File: config.mk
export PLATFORM = sky130hd
export DESIGN_NAME = gbfs_ctrl
export DESIGN_NICKNAME = d
export VERILOG_FILES = /design/src/hdl/gbfs_pkg.sv /design/src/hdl/gbfs_ctrl.sv
export SDC_FILE = /design/constraint.sdc
export NUM_CORES = 1
export LEC_CHECK = 0
export BUFFER_PORTS_ARGS = -buffer_cell sky130_fd_sc_hd__buf_2
export CAP_MARGIN = 15
export CORE_MARGIN = 5
export CORE_UTILIZATION = 25
export CTS_BUF_LIST = sky130_fd_sc_hd__clkbuf_8
export CTS_CLUSTER_DIAMETER = 80
export CTS_CLUSTER_SIZE = 16
export DETAILED_ROUTE_END_ITERATION = 12
export HOLD_SLACK_MARGIN = 0.08
export PLACE_DENSITY = 0.51
export SLEW_MARGIN = 30
export SYNTH_ARGS = -nofsm -noshare
export SYNTH_HDL_FRONTEND = slang
export SYNTH_SLANG_ARGS = --single-unit
export TNS_END_PERCENT = 100
File: constraint.sdc
create_clock -name clk -period 4.3 [get_ports clk]
set_clock_uncertainty 0.1 [all_clocks]
set_input_delay 0.215 -clock clk [delete_from_list [all_inputs] [get_ports clk]]
set_output_delay 0.215 -clock clk [all_outputs]
set_load 0.01 [all_outputs]
File: src/hdl/gbfs_pkg.sv
`timescale 1ns / 1ps
`default_nettype none
package gbfs_pkg;

	localparam int GRID_ROWS_DEF = 32;
	localparam int GRID_COLS_DEF = 32;
	localparam int DIR_COUNT     = 8;

	localparam logic [1:0] STATUS_STEP    = 2'd0;
	localparam logic [1:0] STATUS_SAME    = 2'd1;
	localparam logic [1:0] STATUS_NO_PATH = 2'd2;

	localparam logic [0:0] OP_WALL  = 1'b0;
	localparam logic [0:0] OP_QUERY = 1'b1;

	typedef enum logic [1:0] {
		DELTA_ZERO  = 2'd0,
		DELTA_PLUS  = 2'd1,
		DELTA_MINUS = 2'd2
	} delta_t;

	// up, down, left, right, up-left, up-right, down-left, down-right
	function automatic delta_t dir_dr(input logic [2:0] dir);
		delta_t d;
		case (dir)
			3'd0, 3'd4, 3'd5: d = DELTA_MINUS;
			3'd1, 3'd6, 3'd7: d = DELTA_PLUS;
			default:          d = DELTA_ZERO;
		endcase
		return d;
	endfunction

	function automatic delta_t dir_dc(input logic [2:0] dir);
		delta_t d;
		case (dir)
			3'd2, 3'd4, 3'd6: d = DELTA_MINUS;
			3'd3, 3'd5, 3'd7: d = DELTA_PLUS;
			default:          d = DELTA_ZERO;
		endcase
		return d;
	endfunction

	typedef enum logic [10:0] {
		ST_CLR_RST = 11'b00000000001,
		ST_IDLE    = 11'b00000000010,
		ST_CHECK   = 11'b00000000100,
		ST_CLR     = 11'b00000001000,
		ST_INIT    = 11'b00000010000,
		ST_POP     = 11'b00000100000,
		ST_CUR     = 11'b00001000000,
		ST_NB      = 11'b00010000000,
		ST_NBW     = 11'b00100000000,
		ST_WALK    = 11'b01000000000,
		ST_WALKW   = 11'b10000000000
	} state_t;

	typedef struct packed {
		logic wr_wall;
		logic load_query;
		logic clr_step;
		logic clr_wall;
		logic init_q;
		logic pop;
		logic take_cur;
		logic nb_read;
		logic nb_skip;
		logic nb_commit;
		logic walk_next;
		logic emit_same;
		logic emit_fail;
		logic emit_step;
	} cmd_t;

	typedef struct packed {
		logic clr_last;
		logic start_eq_target;
		logic start_out;
		logic fifo_empty;
		logic cur_is_target;
		logic nb_out;
		logic dir_last;
		logic parent_is_start;
	} stat_t;

endpackage
`default_nettype wire

File: src/hdl/gbfs_ctrl.sv
`timescale 1ns / 1ps
`default_nettype none
module gbfs_ctrl (
	input  wire logic           clk,
	input  wire logic           arst_n,
	input  wire logic           start,
	input  wire logic           operation,
	input  gbfs_pkg::stat_t     st,
	output gbfs_pkg::cmd_t      cmd,
	output logic                busy
);
	gbfs_pkg::state_t state_q, state_d;

	always_ff @(posedge clk or negedge arst_n) begin
		if (!arst_n) begin
			state_q <= gbfs_pkg::ST_CLR_RST;
		end else begin
			state_q <= state_d;
		end
	end

	assign busy = (state_q != gbfs_pkg::ST_IDLE);

	always_comb begin
		cmd     = '0;
		state_d = state_q;
		unique case (state_q)
			gbfs_pkg::ST_CLR_RST: begin
				cmd.clr_step = 1'b1;
				cmd.clr_wall = 1'b1;
				if (st.clr_last) state_d = gbfs_pkg::ST_IDLE;
			end
			gbfs_pkg::ST_IDLE: begin
				if (start) begin
					if (operation == gbfs_pkg::OP_WALL) begin
						cmd.wr_wall = 1'b1;
					end else begin
						cmd.load_query = 1'b1;
						state_d = gbfs_pkg::ST_CHECK;
					end
				end
			end
			gbfs_pkg::ST_CHECK: begin
				if (st.start_eq_target) begin
					cmd.emit_same = 1'b1;
					state_d = gbfs_pkg::ST_IDLE;
				end else if (st.start_out) begin
					cmd.emit_fail = 1'b1;
					state_d = gbfs_pkg::ST_IDLE;
				end else begin
					state_d = gbfs_pkg::ST_CLR;
				end
			end
			gbfs_pkg::ST_CLR: begin
				cmd.clr_step = 1'b1;
				if (st.clr_last) state_d = gbfs_pkg::ST_INIT;
			end
			gbfs_pkg::ST_INIT: begin
				cmd.init_q = 1'b1;
				state_d = gbfs_pkg::ST_POP;
			end
			gbfs_pkg::ST_POP: begin
				if (st.fifo_empty) begin
					cmd.emit_fail = 1'b1;
					state_d = gbfs_pkg::ST_IDLE;
				end else begin
					cmd.pop = 1'b1;
					state_d = gbfs_pkg::ST_CUR;
				end
			end
			gbfs_pkg::ST_CUR: begin
				cmd.take_cur = 1'b1;
				state_d = st.cur_is_target ? gbfs_pkg::ST_WALK : gbfs_pkg::ST_NB;
			end
			gbfs_pkg::ST_NB: begin
				if (st.nb_out) begin
					cmd.nb_skip = 1'b1;
					if (st.dir_last) state_d = gbfs_pkg::ST_POP;
				end else begin
					cmd.nb_read = 1'b1;
					state_d = gbfs_pkg::ST_NBW;
				end
			end
			gbfs_pkg::ST_NBW: begin
				cmd.nb_commit = 1'b1;
				state_d = st.dir_last ? gbfs_pkg::ST_POP : gbfs_pkg::ST_NB;
			end
			gbfs_pkg::ST_WALK: begin
				state_d = gbfs_pkg::ST_WALKW;
			end
			gbfs_pkg::ST_WALKW: begin
				if (st.parent_is_start) begin
					cmd.emit_step = 1'b1;
					state_d = gbfs_pkg::ST_IDLE;
				end else begin
					cmd.walk_next = 1'b1;
					state_d = gbfs_pkg::ST_WALK;
				end
			end
			default: state_d = gbfs_pkg::ST_IDLE;
		endcase
	end
endmodule
`default_nettype wire

Word-level counts from Yosys, hierarchy flattened
Cells that the tools add are included.
Widths: inputs -> output; s select.

storage, ports and cells
  register bits = 11
  input bits = 12
  output and inout port bits = 15
  logic and storage cells = 57

cells by class
  eq/ne operators = 17
  multiplexer cells = 37
  reduce and logical (&&, ||, !) cells = 2

operator list
  operator              number
  $pmux 11 s11          1
  $mux 11               7
  $mux 1                20
  $mux 10               2
  $eq 11x1->1 const B   1
  $eq 11x10->1 const B  1
  $eq 11x11->1 const B  1
  $eq 11x2->1 const B   1
  $eq 11x3->1 const B   1
  $eq 11x4->1 const B   1
  $eq 11x5->1 const B   1
  $eq 11x6->1 const B   1
  $eq 11x7->1 const B   1
  $eq 11x8->1 const B   1
  $eq 11x9->1 const B   1
  $ne 11x2->1 const B   1
  $mux 8                1
  $ne 2x2->1 const B    4
  $mux 7                1
  $mux 2                3
  $reduce_and 5->1      1
  $mux 4                1
  $ne 3x3->1 const B    1
  $pmux 1 s2            1
  $reduce_or 2->1       1

Logic depth before layout (Yosys ltp)
  depth in word-level cells = 3
  depth in mapped cells = 6
  depth with buffers taken out = 5

Worst setup path after synthesis
Ideal clock, no wire load.

  path kind = flip-flop to output port
  from = register state_q[4]
  to = output port cmd[1] in the netlist's numbering
  data arrival time = 1.956 ns
  data required time = 3.985 ns
  slack = 2.029 ns
  stages on the path, launching flop included = 6
  buffers on the path = 0
  path through = dfrtp_1 -> or4_4 -> or4_4 -> nand2b_4 -> nor3_2 -> a22o_1

RTL lines
  what                    line             text
  from (decl)             gbfs_ctrl.sv:12  gbfs_pkg::state_t state_q, state_d;
  from (signal assigned)  gbfs_ctrl.sv:16  state_q <= gbfs_pkg::ST_CLR_RST;
  from (signal assigned)  gbfs_ctrl.sv:18  state_q <= state_d;
  to (decl)               gbfs_ctrl.sv:9   output gbfs_pkg::cmd_t cmd,

==> results_dict.tcl <==
set metrics [dict create \
    synth_seq_area_share 0.337 \
    drc_errors 0 \
    fin_crit_sh 0.638 \
    top_regs "state_q (11)" \
    antenna_cells 0 \
    status "finished clean" \
    worstMarginPinSlew_ns 0.782 \
    place_congestion 0.777 \
    row_count 20 \
    drive_gt1_frac 0.303 \
    synth_area_leaders "dfrtp_1 31%, nor2_1 6.4%, xor2_1 4.3%" \
    regToRegSetupSlack_ns 2.08 \
    area_growth_syn_to_layout_pct 28.2 \
    grt_pass1_vias 813 \
    cts_sinks 11 \
    cpPeakStageDelay_ns 0.59 \
    routed_wirelength_mm 2.29 \
    grt_usage 0.108 \
    largest_reg_flops 11 \
    required_ns 3.98 \
    yosys_warnings 0 \
    period_needed_ns 2.74 \
    design_area_sq_um 1050 \
    cts_tree "done" \
    io_pins 27 \
    fill_cells 360 \
    slew-limit-headroom 0.474 \
    final_common_cell "buf_2" \
    antenna_found_initial 0 \
    worstSetupEndpointType "primary output" \
    vias_per_cell 4.85 \
    p_sw_w 0.000123 \
    port_buffers 26 \
    die-width_microns 67.3 \
    hold_viol 0 \
    worstPathMaxFanout 7 \
    fin_tns_setup_ns 0 \
    synth.avg_cell_area_sq_um 8.91 \
    synth.distinct_cells 36 \
    async_reset_ff_frac 1.00 \
    ys_seq_elements 11 \
    layout.cells.non_filler 166 \
    final_max_slew_viol_count 0 \
    powerDensity_nw_per_um2 331 \
    initial_core_util 0.264 \
    core_region_area_sq_um 3100 \
    hold_path.class "in2reg" \
    p_clk_frac 0.303 \
    num_vias 805 \
    worstPathCellList "or4_4 -> or4_4 -> nand2b_4 -> nor3_2 -> a22o_1 -> buf_2" \
    multiInputGateArea_sq_um 488 \
    combPwrFrac 0.330 \
    crit_arrival_ns 2.43 \
    setup-violations-final 0 \
    drt_iter0_markers 19 \
    grt_pass1_wl_mm 3.67 \
    first_pass_iters 4 \
    cts_resized 0 \
    regArea_sq_um 277 \
    switching_share 0.354 \
    syn-instance-count 92 \
    placed_cell_area_sq_um 976 \
    place_inst 159 \
    ant_nets 0 \
    wl_per_cell_microns 13.8 \
    clk_latency_ns 0.24 \
    dieArea_sq_um 4520 \
    path_common_cell "or4_4" \
    cap_violations 0 \
    ir_drop_mv 0.170 \
    fin_nets 135 \
    critPathSlowestCell "or4_4" \
    place_hpwl_mm 1.84 \
    yosys_most_used_dff "dfrtp_1" \
    cts.clk_slew.worst_paths_ns 0.05 \
    most-common-layout-cells "26 x buf_2, 14 x nor2_1, 10 x dfrtp_1" \
    cts_htree_levels 1 \
    syn_nets 104 \
    numCtsBuffers 3 \
    worstSetupPathType "reg2out" \
    gr-total-overflow 0 \
    intPower_w 0.000225 \
    die_y_microns 67.3 \
    post-synth-top-area-cell "dfrtp_1" \
    root_buffer "clkbuf_8" \
    rsz0062_at_grt "false" \
    netlist_area_sq_um 820 \
    top_register "state_q" \
    p_leak_nw 0.523 \
    max_clock_freq_ghz 0.364 \
    grt_max_degree 12 \
    crit_path_start_kind "flop" \
    synth_edf_count 0 \
    clockBufferDepth 2 \
    seqPwrFrac 0.367 \
    synth_top_area_share 0.305 \
]
==> critical path, delay by kind of cell, from the launching register on <==
family	cells	cell delay (ns)
flip-flops	1	0.45
buffers and inverters	1	0.12
AO/OA/AOI/OAI	1	0.17
AND/OR/NAND/NOR	4	1.45
==> stage by stage <==
step	power [W]	hold WS (ns)	worst slack [ns]	util
floorplan	0.000210	-0.181	2.03	-
global placement	0.000240	0.0101	1.85	0.315
detailed placement	0.000244	0.0112	1.82	0.315
CTS	0.000352	0.0987	1.55	0.339
global route	0.000371	0.116	1.43	0.339
finish	0.000348	0.0967	1.56	0.339
==> power by group through the flow <==
stage / Clock [W] / Sequential [W] / Combinational, W
after floorplan: 0 / 0.000117 / 0.0000929
final: 0.000106 / 0.000128 / 0.000115
after CTS: 0.000108 / 0.000127 / 0.000117
after global placement: 0 / 0.000128 / 0.000112
after detailed placement: 0 / 0.000129 / 0.000115
after global routing: 0.000113 / 0.000129 / 0.000129
==> layer usage <==
metal  up-vias  track usage  part of all wire
met5         -            0                 0
met4         0       0.0430             0.020
met3         6       0.0333             0.065
met2        23        0.180              0.48
met1       374        0.130              0.44
li1        402            -                 -
==> path summary, 6_finish.rpt <==
| kind | depth (start not counted) | to | startpoint |
|---|---|---|---|
| max in group asynchronous | 2 | state_q[0] | arst_n |
| min | 2 | state_q[7] | st[1] |
| min in group asynchronous | 2 | state_q[8] | arst_n |
| max reg2reg | 5 | state_q[9] | state_q[4] |
| max | 6 | cmd[1] | state_q[4] |
| min reg2reg | 1 | state_q[0] | state_q[0] |
==> cell usage after synthesis (all sizes together) (2+ instances only) <==
| cell | n |
|---|---|
| nor4 | 3 |
| nor4b | 5 |
| and4 | 2 |
| nand2b | 4 |
| a22o | 3 |
| a31oi | 2 |
| nor2 | 14 |
| nand2 | 4 |
| nand4 | 2 |
| a21oi | 4 |
| nor3 | 5 |
| clkbuf | 2 |
| or4 | 2 |
| inv | 7 |
| nand3b | 2 |
| nor3b | 4 |
| xor2 | 4 |
| dfrtp | 10 |
==> repair_timing <==
action | 4_1_cts | 5_1_grt
hold endpoints to repair | 13 | 0
hold buffers | 3 | 0
buffers inserted | 0 | 0
==> cells by family after synthesis <==
| kind of cell | count (synthesis) | share of synthesized area |
|---|---|---|
| AOI/OAI and AO/OA | 15 | 0.128 |
| buffers and inverters | 10 | 0.0672 |
| xor gates and xnor gates | 4 | 0.0427 |
| and+or+nand+nor | 52 | 0.424 |
| DFF | 11 | 0.337 |
==> final cells by class <==
type                            instances  area share
Timing Repair Buffer                   29       0.152
Clock buffer                            3      0.0393
Sequential cell                        11       0.263
Multi-Input combinational cell         71       0.464
Tap cell                               44      0.0524
Inverter                                7      0.0250
Clock inverter                          1     0.00357
No activity file was read; power rests on OpenSTA's default activity.
